<file path="config.mk">
export PLATFORM = sky130hd
export DESIGN_NAME = limited_counter_with_rate_meter
export DESIGN_NICKNAME = d
export VERILOG_FILES = /design/src/design/lcrm_pkg.sv /design/src/design/lcrm_ram.sv /design/src/design/lcrm_div.sv /design/src/design/limited_counter_with_rate_meter.sv
export SDC_FILE = /design/constraint.sdc
export NUM_CORES = 2
export LEC_CHECK = 0
export BUFFER_PORTS_ARGS = -buffer_cell sky130_fd_sc_hd__buf_2
export CAP_MARGIN = 40
export CORE_MARGIN = 2
export CORE_UTILIZATION = 46
export CTS_CLUSTER_SIZE = 12
export DETAILED_ROUTE_END_ITERATION = 7
export GPL_TIMING_DRIVEN = 0
export HOLD_SLACK_MARGIN = 0.06
export PLACE_DENSITY = 0.63
export SETUP_SLACK_MARGIN = 0.15
export SYNTH_ARGS = -nofsm -noshare
export SYNTH_HDL_FRONTEND = slang
export SYNTH_HIERARCHICAL = 1
export SYNTH_SLANG_ARGS = --single-unit
export TNS_END_PERCENT = 20
</file>
<file path="constraint.sdc">
create_clock -name clk -period 19.4 [get_ports clk]
set_input_delay 0 -clock clk [delete_from_list [all_inputs] [get_ports clk]]
set_output_delay 0 -clock clk [all_outputs]
set_load 0.1 [all_outputs]
</file>
<file path="src/design/lcrm_pkg.sv">
`timescale 1ns / 1ps
`default_nettype none
// ----------------------------------------------------------------------------
// lcrm_pkg: shared types and constants
// Field widths, request codes, register indexes and the divider response
// used by the limited counter with rate meter.
// ----------------------------------------------------------------------------
package lcrm_pkg;

  localparam int unsigned COUNT_W    = 48;
  localparam int unsigned RATE_W     = 32;
  localparam int unsigned FILL_W     = 6;
  localparam int unsigned REQ_W      = 2;
  localparam int unsigned CFG_IDX_W  = 2;
  localparam int unsigned MS_PER_S   = 1000;
  localparam int unsigned MS_PER_S_W = 10;
  // dividend holds delta count times 1000
  localparam int unsigned DIVIDEND_W = COUNT_W + MS_PER_S_W;

  localparam int unsigned DEF_HISTORY_DEPTH = 50;

  typedef enum logic [REQ_W-1:0] {
    REQ_PULSE = 2'd0,
    REQ_LOAD  = 2'd1,
    REQ_TIME  = 2'd2,
    REQ_START = 2'd3
  } req_t;

  typedef enum logic [CFG_IDX_W-1:0] {
    CFG_LIMIT  = 2'd0,
    CFG_OFFSET = 2'd1,
    CFG_BASE   = 2'd2
  } cfg_idx_t;

  typedef struct packed {
    logic              done;
    logic [RATE_W-1:0] quotient;
  } div_rsp_t;

endpackage : lcrm_pkg
`default_nettype wire

</file>
<file path="src/design/lcrm_ram.sv">
`timescale 1ns / 1ps
`default_nettype none
// ----------------------------------------------------------------------------
// lcrm_ram: generic single-port-write, single-port-read RAM
// One write and one registered read per cycle.
// ----------------------------------------------------------------------------
module lcrm_ram #(
  parameter int unsigned WIDTH = 32,
  parameter int unsigned DEPTH = 50
) (
  input  logic                     clk,
  input  logic                     we,
  input  logic [$clog2(DEPTH)-1:0] waddr,
  input  logic [WIDTH-1:0]         wdata,
  input  logic [$clog2(DEPTH)-1:0] raddr,
  output logic [WIDTH-1:0]         rdata
);

  logic [WIDTH-1:0] mem [DEPTH];

  always_ff @(posedge clk) begin
    if (we) begin
      mem[waddr] <= wdata;
    end
    rdata <= mem[raddr];
  end

endmodule : lcrm_ram
`default_nettype wire

</file>
<file path="src/design/lcrm_div.sv">
`timescale 1ns / 1ps
`default_nettype none
// ----------------------------------------------------------------------------
// lcrm_div: iterative saturating divider
// Restoring division, one quotient bit per cycle, 32-bit quotient that
// saturates to all ones when the true quotient does not fit.
// ----------------------------------------------------------------------------
module lcrm_div
  import lcrm_pkg::*;
(
  input  logic                  clk,
  input  logic                  rst,
  input  logic                  start,
  input  logic [DIVIDEND_W-1:0] dividend,
  input  logic [COUNT_W-1:0]    divisor,
  output div_rsp_t              rsp
);

  localparam int unsigned STEP_W = $clog2(RATE_W + 1);

  logic              busy;
  logic              done;
  logic [STEP_W-1:0] steps;
  logic [COUNT_W-1:0] rem;
  logic [RATE_W-1:0]  low;
  logic [COUNT_W-1:0] dsr;
  logic [RATE_W-1:0]  quo;

  logic [COUNT_W-1:0] head_bits;
  logic               overflow;
  logic [COUNT_W:0]   trial;
  logic [COUNT_W-1:0] diff;
  logic               fits;

  // quotient fits in 32 bits only when the upper dividend part is below divisor
  assign head_bits = COUNT_W'(dividend[DIVIDEND_W-1:RATE_W]);
  assign overflow  = (head_bits >= divisor);
  assign trial     = {rem, low[RATE_W-1]};
  assign fits      = (trial >= {1'b0, dsr});
  // the partial remainder stays below the divisor, so the difference fits
  assign diff      = COUNT_W'(trial - {1'b0, dsr});

  always_ff @(posedge clk) begin
    if (rst) begin
      busy  <= 1'b0;
      done  <= 1'b0;
      steps <= '0;
    end else begin
      done <= 1'b0;
      if (start) begin
        if (overflow) begin
          done <= 1'b1;
        end else begin
          busy  <= 1'b1;
          steps <= STEP_W'(RATE_W);
        end
      end else if (busy) begin
        steps <= steps - STEP_W'(1);
        if (steps == STEP_W'(1)) begin
          busy <= 1'b0;
          done <= 1'b1;
        end
      end
    end
  end

  always_ff @(posedge clk) begin
    if (start) begin
      rem <= head_bits;
      low <= dividend[RATE_W-1:0];
      dsr <= divisor;
      quo <= overflow ? '1 : '0;
    end else if (busy) begin
      rem <= fits ? diff : trial[COUNT_W-1:0];
      low <= {low[RATE_W-2:0], 1'b0};
      quo <= {quo[RATE_W-2:0], fits};
    end
  end

  assign rsp.done     = done;
  assign rsp.quotient = quo;

endmodule : lcrm_div
`default_nettype wire

</file>
<file path="src/design/limited_counter_with_rate_meter.sv">
`timescale 1ns / 1ps
`default_nettype none
// ----------------------------------------------------------------------------
// limited_counter_with_rate_meter: event counter with limit and rate meter
// Counts pulses up to an optional limit, loads absolute counts, and keeps a
// ring of per-interval rates whose mean it reports.
// ----------------------------------------------------------------------------
//
//  channel | handshake               | payload
//  --------+-------------------------+---------------------------------------
//  in      | in_valid / in_stall     | req_type, load_value, time_ms
//  out     | out_valid / out_stall   | count, stopped, mean_rate, history_fill
//  cfg     | cfg_write               | cfg_index, cfg_data
//
//  Sequence: pulse, load, start and non-advancing time updates go straight
//  to the result step. A first advancing time update also passes the mean
//  step. Later advancing updates pass the drop, rate, append and mean steps,
//  and may use the one 32-step divider once for the rate and once for the mean.
//  Reset: rst clears control state; the rate ring is not swept.
//  Stalls: out_stall holds the result register; the next item is accepted
//  and worked down to its result step, where it waits for the slot.
//
module limited_counter_with_rate_meter
  import lcrm_pkg::*;
#(
  parameter int unsigned HISTORY_DEPTH = DEF_HISTORY_DEPTH
) (
  input  logic                  clk,
  input  logic                  rst,
  // input item channel
  input  logic                  in_valid,
  output logic                  in_stall,
  input  logic [REQ_W-1:0]      req_type,
  input  logic [COUNT_W-1:0]    load_value,
  input  logic [COUNT_W-1:0]    time_ms,
  // result channel
  output logic                  out_valid,
  input  logic                  out_stall,
  output logic [COUNT_W-1:0]    count,
  output logic                  stopped,
  output logic [RATE_W-1:0]     mean_rate,
  output logic [FILL_W-1:0]     history_fill,
  // configuration writes
  input  logic                  cfg_write,
  input  logic [CFG_IDX_W-1:0]  cfg_index,
  input  logic [COUNT_W-1:0]    cfg_data
);

  localparam int unsigned AW = $clog2(HISTORY_DEPTH);
  localparam int unsigned EW = $clog2(HISTORY_DEPTH + 1);
  localparam int unsigned SW = RATE_W + EW;

  typedef enum logic [10:0] {
    ST_IDLE      = 11'b000_0000_0001,
    ST_DROP      = 11'b000_0000_0010,
    ST_DROP_SUB  = 11'b000_0000_0100,
    ST_RATE      = 11'b000_0000_1000,
    ST_MUL       = 11'b000_0001_0000,
    ST_DIV       = 11'b000_0010_0000,
    ST_DIV_WAIT  = 11'b000_0100_0000,
    ST_APPEND    = 11'b000_1000_0000,
    ST_MEAN      = 11'b001_0000_0000,
    ST_MEAN_WAIT = 11'b010_0000_0000,
    ST_FINISH    = 11'b100_0000_0000
  } state_t;

  state_t state;
  state_t state_next;

  // configuration
  logic [COUNT_W-1:0] limit;
  logic [COUNT_W-1:0] offset;
  logic [COUNT_W-1:0] base;

  // counter and rate meter state
  logic [COUNT_W-1:0] count_value;
  logic [COUNT_W-1:0] prev_count;
  logic [COUNT_W-1:0] prev_time;
  logic               primed;
  logic [AW-1:0]      head;
  logic [EW-1:0]      entries;
  logic [SW-1:0]      sum;
  logic [RATE_W-1:0]  mean_value;

  // working registers of one time update
  logic [COUNT_W-1:0]    tm;
  logic [COUNT_W-1:0]    dc;
  logic [COUNT_W-1:0]    dt;
  logic [DIVIDEND_W-1:0] product;
  logic [RATE_W-1:0]     rate;

  logic accept;
  logic out_slot;
  logic rate_ok;
  logic ring_full;
  logic multi;

  logic [AW-1:0] head_inc;
  logic [AW:0]   tail_sum;
  logic [AW-1:0] tail;

  logic                  div_start;
  logic [DIVIDEND_W-1:0] div_dividend;
  logic [COUNT_W-1:0]    div_divisor;
  div_rsp_t              div_rsp;

  logic [RATE_W-1:0] ram_rdata;

  assign in_stall = (state != ST_IDLE);
  assign accept   = in_valid && (state == ST_IDLE);
  assign out_slot = !out_valid || !out_stall;

  assign ring_full = (entries >= EW'(HISTORY_DEPTH));
  assign multi     = (entries > EW'(1));
  // a rate is measured only with two rates held and a count that did not fall
  assign rate_ok   = (entries >= EW'(2)) && (count_value >= prev_count);

  // ring pointers: head advances on drop, append goes to head + entries
  assign head_inc = (head == AW'(HISTORY_DEPTH - 1)) ? '0 : head + AW'(1);
  assign tail_sum = (AW + 1)'(head) + (AW + 1)'(entries);
  assign tail     = (tail_sum >= (AW + 1)'(HISTORY_DEPTH))
                  ? AW'(tail_sum - (AW + 1)'(HISTORY_DEPTH))
                  : AW'(tail_sum);

  // shared divider: rate in ST_DIV, mean in ST_MEAN
  assign div_start    = (state == ST_DIV) || ((state == ST_MEAN) && multi);
  assign div_dividend = (state == ST_DIV) ? product : DIVIDEND_W'(sum);
  assign div_divisor  = (state == ST_DIV) ? dt : COUNT_W'(entries);

  lcrm_div u_div (
    .clk      (clk),
    .rst      (rst),
    .start    (div_start),
    .dividend (div_dividend),
    .divisor  (div_divisor),
    .rsp      (div_rsp)
  );

  lcrm_ram #(
    .WIDTH (RATE_W),
    .DEPTH (HISTORY_DEPTH)
  ) u_ring (
    .clk   (clk),
    .we    (state == ST_APPEND),
    .waddr (tail),
    .wdata (rate),
    .raddr (head),
    .rdata (ram_rdata)
  );

  // sequencer
  always_comb begin
    state_next = state;
    case (state)
      ST_IDLE: begin
        if (in_valid) begin
          state_next = ST_FINISH;
          if (req_type == REQ_TIME && time_ms != '0 && prev_time < time_ms) begin
            state_next = primed ? ST_DROP : ST_MEAN;
          end
        end
      end
      ST_DROP:      state_next = ring_full ? ST_DROP_SUB : ST_RATE;
      ST_DROP_SUB:  state_next = ST_RATE;
      ST_RATE:      state_next = rate_ok ? ST_MUL : ST_APPEND;
      ST_MUL:       state_next = ST_DIV;
      ST_DIV:       state_next = ST_DIV_WAIT;
      ST_DIV_WAIT:  state_next = div_rsp.done ? ST_APPEND : ST_DIV_WAIT;
      ST_APPEND:    state_next = ST_MEAN;
      ST_MEAN:      state_next = multi ? ST_MEAN_WAIT : ST_FINISH;
      ST_MEAN_WAIT: state_next = div_rsp.done ? ST_FINISH : ST_MEAN_WAIT;
      ST_FINISH:    state_next = out_slot ? ST_IDLE : ST_FINISH;
      default:      state_next = ST_IDLE;
    endcase
  end

  // control and architectural state
  always_ff @(posedge clk) begin
    if (rst) begin
      state       <= ST_IDLE;
      limit       <= '0;
      offset      <= '0;
      base        <= '0;
      count_value <= '0;
      prev_count  <= '0;
      prev_time   <= '0;
      primed      <= 1'b0;
      head        <= '0;
      entries     <= '0;
      sum         <= '0;
      mean_value  <= '0;
      out_valid   <= 1'b0;
    end else begin
      state <= state_next;

      if (cfg_write) begin
        case (cfg_index)
          CFG_LIMIT:  limit  <= cfg_data;
          CFG_OFFSET: offset <= cfg_data;
          CFG_BASE:   base   <= cfg_data;
          default: ;
        endcase
      end

      case (state)
        ST_IDLE: begin
          if (accept) begin
            case (req_type)
              REQ_PULSE: begin
                // advance unless a nonzero limit has been reached
                if (limit == '0 || count_value < limit) begin
                  count_value <= count_value + COUNT_W'(1);
                end
              end
              REQ_LOAD: begin
                count_value <= offset + load_value - base;
              end
              REQ_TIME: begin
                if (time_ms != '0) begin
                  if (prev_time >= time_ms) begin
                    prev_time <= time_ms;
                  end else if (!primed) begin
                    prev_time <= time_ms;
                    primed    <= 1'b1;
                  end
                end
              end
              REQ_START: begin
                count_value <= '0;
                offset      <= '0;
                base        <= '0;
                prev_count  <= '0;
                primed      <= 1'b0;
                head        <= '0;
                entries     <= '0;
                sum         <= '0;
              end
              default: ;
            endcase
          end
        end
        ST_DROP_SUB: begin
          // drop the oldest rate
          sum     <= sum - SW'(ram_rdata);
          head    <= head_inc;
          entries <= entries - EW'(1);
        end
        ST_APPEND: begin
          sum        <= sum + SW'(rate);
          entries    <= entries + EW'(1);
          prev_count <= count_value;
          prev_time  <= tm;
        end
        ST_MEAN: begin
          // with one rate or none the mean is the sum itself
          if (!multi) begin
            mean_value <= sum[RATE_W-1:0];
          end
        end
        ST_MEAN_WAIT: begin
          if (div_rsp.done) begin
            mean_value <= div_rsp.quotient;
          end
        end
        default: ;
      endcase

      if (state == ST_FINISH && out_slot) begin
        out_valid <= 1'b1;
      end else if (!out_stall) begin
        out_valid <= 1'b0;
      end
    end
  end

  // working data and result register
  always_ff @(posedge clk) begin
    if (accept) begin
      tm <= time_ms;
    end
    if (state == ST_RATE) begin
      dc <= count_value - prev_count;
      dt <= tm - prev_time;
      if (!rate_ok) begin
        rate <= '0;
      end
    end
    if (state == ST_MUL) begin
      product <= DIVIDEND_W'(dc) * DIVIDEND_W'(MS_PER_S);
    end
    if (state == ST_DIV_WAIT && div_rsp.done) begin
      rate <= div_rsp.quotient;
    end
    if (state == ST_FINISH && out_slot) begin
      count        <= count_value;
      stopped      <= (limit != '0) && (count_value >= limit);
      mean_rate    <= mean_value;
      history_fill <= FILL_W'(entries);
    end
  end

  // the ring never holds more rates than it has slots
  assert property (@(posedge clk) disable iff (rst)
    entries <= EW'(HISTORY_DEPTH))
    else $error("rate ring overfilled");

  // an empty ring carries no sum
  assert property (@(posedge clk) disable iff (rst)
    (entries == '0) |-> (sum == '0))
    else $error("nonzero sum with empty ring");

  // divider results only arrive while the sequencer waits for one
  assert property (@(posedge clk) disable iff (rst)
    div_rsp.done |-> (state == ST_DIV_WAIT || state == ST_MEAN_WAIT))
    else $error("unexpected divider result");

  // head pointer stays inside the ring
  assert property (@(posedge clk) disable iff (rst)
    (AW + 1)'(head) < (AW + 1)'(HISTORY_DEPTH))
    else $error("ring head out of range");

endmodule : limited_counter_with_rate_meter
`default_nettype wire
</file>
Word level (Yosys, flattened, before mapping)
Memory sizes are Yosys's and may differ from the RTL's. A register that Yosys moved wholly into a read port is not among the register bits.
Index checks and enable logic that the tools add are counted.

storage, ports and cells
  bits in registers = 869
  bits in writable memories = 1600
  input bits = 153
  output and inout port bits = 89
  logic and storage cells = 200
  memories kept = 1

operators by class
  $add $sub $neg = 14
  multipliers = 1
  order comparisons = 11
  equal/unequal tests = 33
  multiplexer cells = 74
  reductions and logical operators = 36

memory list
  memory      depth  bits a word  read ports  clocked after Yosys merged registers in  write ports  line            text
  u_ring.mem  50     32           1           1                                        1            lcrm_ram.sv:19  logic [WIDTH-1:0] mem [DEPTH];

operators with widths
  operator                                                               number
  48-bit 2-to-1 mux                                                      20
  32-bit 2-to-1 mux                                                      10
  48-bit one-hot mux with 2 select lines                                 2
  48-bit subtractor                                                      4
  48-bit greater-or-equal comparator                                     3
  48-bit one-hot mux with 3 select lines                                 1
  11-bit one-hot mux with 11 select lines                                1
  38-bit one-hot mux with 3 select lines                                 1
  48-bit < comparator                                                    2
  48-bit nonzero test                                                    2
  38-bit 2-to-1 mux                                                      2
  32-bit one-hot mux with 2 select lines                                 1
  58-bit 2-to-1 mux                                                      1
  48-bit by 7-bit multiplier with 55-bit output (second input constant)  1
  11-bit 2-to-1 mux                                                      5
  26-bit 2-to-1 mux                                                      2
  49-bit by 48-bit greater-or-equal comparator with 1-bit output         1
  48-bit by 1-bit adder with 48-bit output (second input constant)       1
  48-bit adder                                                           1
  26-bit by 48-bit greater-or-equal comparator with 1-bit output         1
  48-bit logical NOT                                                     1
  6-bit 2-to-1 mux                                                       7
  38-bit by 32-bit adder with 38-bit output                              1
  38-bit by 32-bit subtractor with 38-bit output                         1
  other kinds (44)                                                       97

Longest topological paths before layout
  word-level depth = 6
  gate-level depth with buffers = 25
  gate-level depth less buffers = 22

Modules after synthesis
Netlist, hierarchy kept.

modules (own cells, without submodules)
  module                           times used  cells an instance  area an instance (sq um)  sequential area each (sq um)
  lcrm_ram                         1           2733               61760.5                   48686.7
  limited_counter_with_rate_meter  1           5646               49972.9                   17216.5
  lcrm_div                         1           971                10183.5                   4744.6

Least setup slack after synthesis
Ideal clock, no wire load.

  path type = register -> register
  from = reg state[1]
  to = reg u_div.steps[4]
  library setup time = 0.115 ns
  data arrival time = 7.711 ns
  required time = 19.285 ns
  setup slack = 11.575 ns
  stages on the path, launching flop included = 12
  buffers on the path = 0
  period minus slack after synthesis = 7.825 ns
  cells stage by stage = dfxtp_1 or3_1 nor4_1 nor2b_1 nand2_1 o21ai_0 nor2_1 inv_1 nand3_1 a21oi_1 xnor2_1 nor2_1

between the ends
  word-level cells in the longest chain between the ends = 5
  elaborated cells between the ends (all ways) = 11
  those cells by class = order compare: 1; eq/ne: 3; mux: 3; reduce/logical: 4

RTL lines
  element                                                                line                                    text
  start: declaration                                                     limited_counter_with_rate_meter.sv:67   state_t state;
  start signal: assignment                                               limited_counter_with_rate_meter.sv:194  state <= state_next;
  11-bit by 9-bit == test with 1-bit output                              limited_counter_with_rate_meter.sv:126  assign div_start = (state == ST_DIV) || ((state == ST_MEAN) && multi);
  1-bit logical AND                                                      limited_counter_with_rate_meter.sv:126
  1-bit logical OR *                                                     limited_counter_with_rate_meter.sv:126
  via div_start                                                          limited_counter_with_rate_meter.sv:102  logic div_start;
  2-bit inequality test (no line) or 2-bit nonzero test (tied branches)  n/a
  2-bit AND reduction (no line)                                          n/a
  end signal: assignment                                                 lcrm_div.sv:55                          steps <= STEP_W'(RATE_W);
  end signal: assignment                                                 lcrm_div.sv:58                          steps <= steps - STEP_W'(1);
  end: declaration                                                       lcrm_div.sv:23                          logic [STEP_W-1:0] steps;

Mark *: on every way through the listed nets, which the timed path passes. The rest lies on a longest branch.
A chain may end at the register's enable or synchronous reset.

Final worst setup path
  from = reg state[8]
  to = reg sum[37]

between the ends
  word-level cells in the longest chain between the ends = 4
  elaborated cells between the ends (all ways) = 9
  those cells by class = eq/ne: 5; mux: 1; reduce/logical: 3

RTL lines
  element                                    line                                                                            text
  11-bit by 1-bit == test with 1-bit output  limited_counter_with_rate_meter.sv:110, limited_counter_with_rate_meter.sv:205
  1-bit logical AND                          limited_counter_with_rate_meter.sv:110                                          assign accept = in_valid && (state == ST_IDLE);
  2-bit inequality test (no line)            n/a
  3-bit AND reduction (no line)              n/a
  end signal: assignment                     limited_counter_with_rate_meter.sv:244                                          sum <= sum - SW'(ram_rdata);
  end signal: assignment                     limited_counter_with_rate_meter.sv:249                                          sum <= sum + SW'(rate);
  end: declaration                           limited_counter_with_rate_meter.sv:82                                           logic [SW-1:0] sum;

Parallel ways exist; a longest one is shown, timed or not.

==> results.py <==
metrics = {
    "outcome": {
        "status": "finished, final reports clean",
    },
    "synthesis": {
        "synth_edf_count": 2056,
        "synth_mux_area_share_pct": 8.68,
        "seq_area_frac_synth_pct": 57.9,
        "synth_compound_area_share_pct": 10.6,
        "synth_nets": 10200,
        "yosysTopAreaCell": "edfxtp_1",
        "ys_types": 98,
        "synth_warnings": 6,
        "synth_most_common_cell": "edfxtp_1",
        "synth_area_leaders": "edfxtp_1 (51%), dfxtp_1 (7.3%), mux4_2 (6.3%), ha_1 (5.0%), fa_1 (3.8%)",
        "syn_area_um2": 122000,
        "yosys_most_used_dff": "edfxtp_1",
        "synth-simple-area-share_pct": 7.79,
        "synthXorXnorAreaFrac_pct": 2.17,
        "synthCells": 9350,
        "ys_ff_latch": 2501,
        "ys_top_cells_by_count": "edfxtp_1 (2056), nand2_1 (845), inv_1 (799), a21oi_1 (613), nor2_1 (542)",
        "synth_adder_area_share_pct": 8.81,
        "synth_top_family_by_area": "compound AO/OA/AOI/OAI gates",
        "postSynthAreaPerCell_um2": 13.0,
        "synth_top_area_share_pct": 50.6,
        "ys_async_sr_fraction_pct": 0,
    },
    "route": {
        "num_vias": 80700,
        "ant_nets": 0,
        "drtIter0Drc": 7960,
        "wirelength_um": 344000,
        "drc_errors": 0,
        "drt-wirelength-per-cell_um": 24.6,
        "vias_per_cell": 5.76,
        "drt_first_pass_iters": 6,
    },
    "worst_setup_path": {
        "reg2reg_depth": 22,
        "start_kind": "register",
        "end_kind": "register",
        "cp_data_required_time_ps": 20110,
        "r2r_start": "state[8]",
        "crit_path_max_fanout": 10,
        "reg2reg_to": "sum[37]",
        "r2r_slack_ps": 11490,
        "path_class": "reg2reg",
        "cp.arrival_ps": 8620,
    },
    "clock_network": {
        "ctsResizeCount": 0,
        "clk_root_buffer_cell": "clkbuf_16",
        "cts_sinks": 2501,
        "path_clk_slew_ps": 60,
        "cts_htree_levels": 5,
        "cts_buffers": 281,
        "post_cts_buffers": 0,
        "clk_latency_ps": 890,
        "cts_hold_buf": 208,
        "clk_path_buf_depth": 4,
        "cts_tree": "done",
    },
    "timing": {
        "finClkSkew_ps": 74.4,
        "slew_violations": 0,
        "worst_slew_pin_slew_ps": 1060,
        "holdWs_ps": 151,
        "final.setup.tns_ps": 0,
        "final_hold_viol_count": 0,
        "max_freq_ghz": 0.126,
        "setup_violations": 0,
        "fin_crit_sh_pct": 40.8,
        "rsz0062_at_grt": "false",
        "slew_headroom_pct": 29.5,
        "fin_crit_ps": 7910,
    },
    "die": {
        "core-area_um2": 264000,
        "die_y_um": 519,
        "io_pins": 242,
        "die_w_um": 519,
        "row_count": 189,
        "start_util_pct": 46.1,
        "dieArea_um2": 269000,
    },
    "layout": {
        "drive_above_1_share_pct": 13.4,
        "syn_to_final_growth_pct": 16.7,
        "final_area_um2": 142000,
        "fin_nets": 11100,
    },
    "global_route": {
        "track_usage_pct": 25.0,
        "globalRouteOverflowTotal": 0,
        "grt_max_degree": 62,
        "grt_pass1_vias": 80100,
        "antenna_found_initial": 12,
        "grt_pass1_wl_um": 509000,
    },
    "min_path": {
        "min_path_type": "in2reg",
        "min_delay_worst_endpoint": "count_value[46]",
        "min_path_cells": 7,
        "hold_start": "load_value[45]",
    },
    "run": {
        "cap_violations": 0,
    },
    "pwr": {
        "intPower_w": 0.00935,
        "static-leakage-power_nw": 45.6,
        "switchingPower_w": 0.00312,
        "p_per_area_nw_per_um2": 87.7,
        "pwr-share-seq_pct": 47.5,
        "p_sw_share_pct": 25.0,
        "peakVddDrop_uv": 65.5,
        "clockPowerShare_pct": 40.5,
        "combinationalPowerShare_pct": 11.9,
    },
    "placed_design": {
        "hpwl_um": 256000,
        "place_congestion": 0.936,
        "dpl-instance-area_um2": 131000,
        "portBuffers": 239,
    },
}
==> area by class of cell <==
| class | instances | area [um^2] |
|---|---|---|
| fill | 22000 | 122000 |
| clock inverter | 93 | 813 |
| multi-input combinational | 5636 | 46800 |
| buffer | 414 | 1920 |
| antenna | 6 | 15.0 |
| sequential | 2501 | 70600 |
| inverter | 799 | 3000 |
| tap | 3533 | 4420 |
| timing repair buffer | 638 | 6870 |
| clock buffer | 384 | 7810 |
==> layout by cell type (no fill, tap or decap), types with 208 or more instances in the layout <==
cell	n
edfxtp_1	2056
nand2_1	845
inv_1	797
a21oi_1	612
nor2_1	495
ha_1	484
dfxtp_1	445
clkbuf_1	390
mux4_2	340
clkbuf_16	292
buf_2	271
o21ai_0	242
mux2i_1	242
fa_1	234
a21o_1	232
dlygate4sd3_1	208
==> power groups by stage <==
stage / clock network, W / registers (W) / logic [W]
5_1_grt: 0.00534 / 0.00593 / 0.00162
4_1_cts: 0.00514 / 0.00593 / 0.00148
6_report: 0.00506 / 0.00593 / 0.00149
3_3_place_gp: 0 / 0.00604 / 0.00140
2_1_floorplan: 0 / 0.00609 / 0.000967
3_5_place_dp: 0 / 0.00604 / 0.00144
==> critical path: stages, from the launching register on <==
cell	delay (ps)
dfxtp_1	290
clkbuf_1	190
nor3_1	310
nand2_1	250
nor3_1	250
nand3b_1	340
inv_1	480
clkbuf_2	650
clkbuf_1	590
clkbuf_1	580
nand2_1	180
nand2_1	130
ha_1	250
a211o_1	340
a2111oi_1	520
nor4b_1	170
o311ai_1	390
a21oi_1	160
o211ai_1	310
a31oi_1	230
or2_2	350
a2111oi_0	610
o31ai_1	140
==> flip-flops by register name, summed over array words and instances, names as in the netlist, 38 cells and up <==
| name | count |
|---|---|
| limit | 48 |
| count | 48 |
| count_value | 48 |
| prev_time | 48 |
| base | 48 |
| u_div/rem | 48 |
| sum | 38 |
| dc | 48 |
| dt | 48 |
| prev_count | 48 |
| tm | 48 |
| u_div/dsr | 48 |
| product | 55 |
| u_ring/mem | 1600 |
| offset | 48 |
==> routing by layer <==
layer  global-route usage [%]  vias up  routed length (um)  part of all wire [%]
met5                        0        -                  23                0.0067
met1                     36.0    40400              149000                    43
li1                         -    36500                   -                     -
met3                     5.38      549               32500                   9.4
met4                     7.80        4               10300                   3.0
met2                     37.8     3261              152000                    44
==> cells by family after synthesis <==
| kind of cell | after synthesis |
|---|---|
| compound gates | 1913 |
| xor+xnor | 302 |
| simple gates | 2076 |
| buf+inv | 1213 |
| fa+ha+maj | 718 |
| flops | 2501 |
| mux | 627 |
==> stage by stage <==
step | setup WS [ps] | instances | utilization, % | power (W)
floorplan | 11570 | 9350 | - | 0.00705
global placement | 8200 | 13100 | 48.2 | 0.00744
detailed placement | 11610 | 13300 | 49.7 | 0.00747
CTS | 11580 | 14000 | 53.8 | 0.0125
global route | 11240 | 14000 | 53.8 | 0.0129
finish | 11490 | 14000 | 53.8 | 0.0125
==> worst max-delay path by stage <==
stage,startpoint,end,slack [ps],cells after the start
6_report,state[8],sum[37],11490,22
5_1_grt,state[8],sum[37],11240,22
4_1_cts,state[8],sum[37],11580,22
3_5_place_dp,state[8],sum[37],11610,22
3_3_place_gp,state[1],u_div/steps[4],8200,11
2_1_floorplan,state[1],u_div/steps[4],11570,11
No activity file was read; power rests on OpenSTA's default activity.
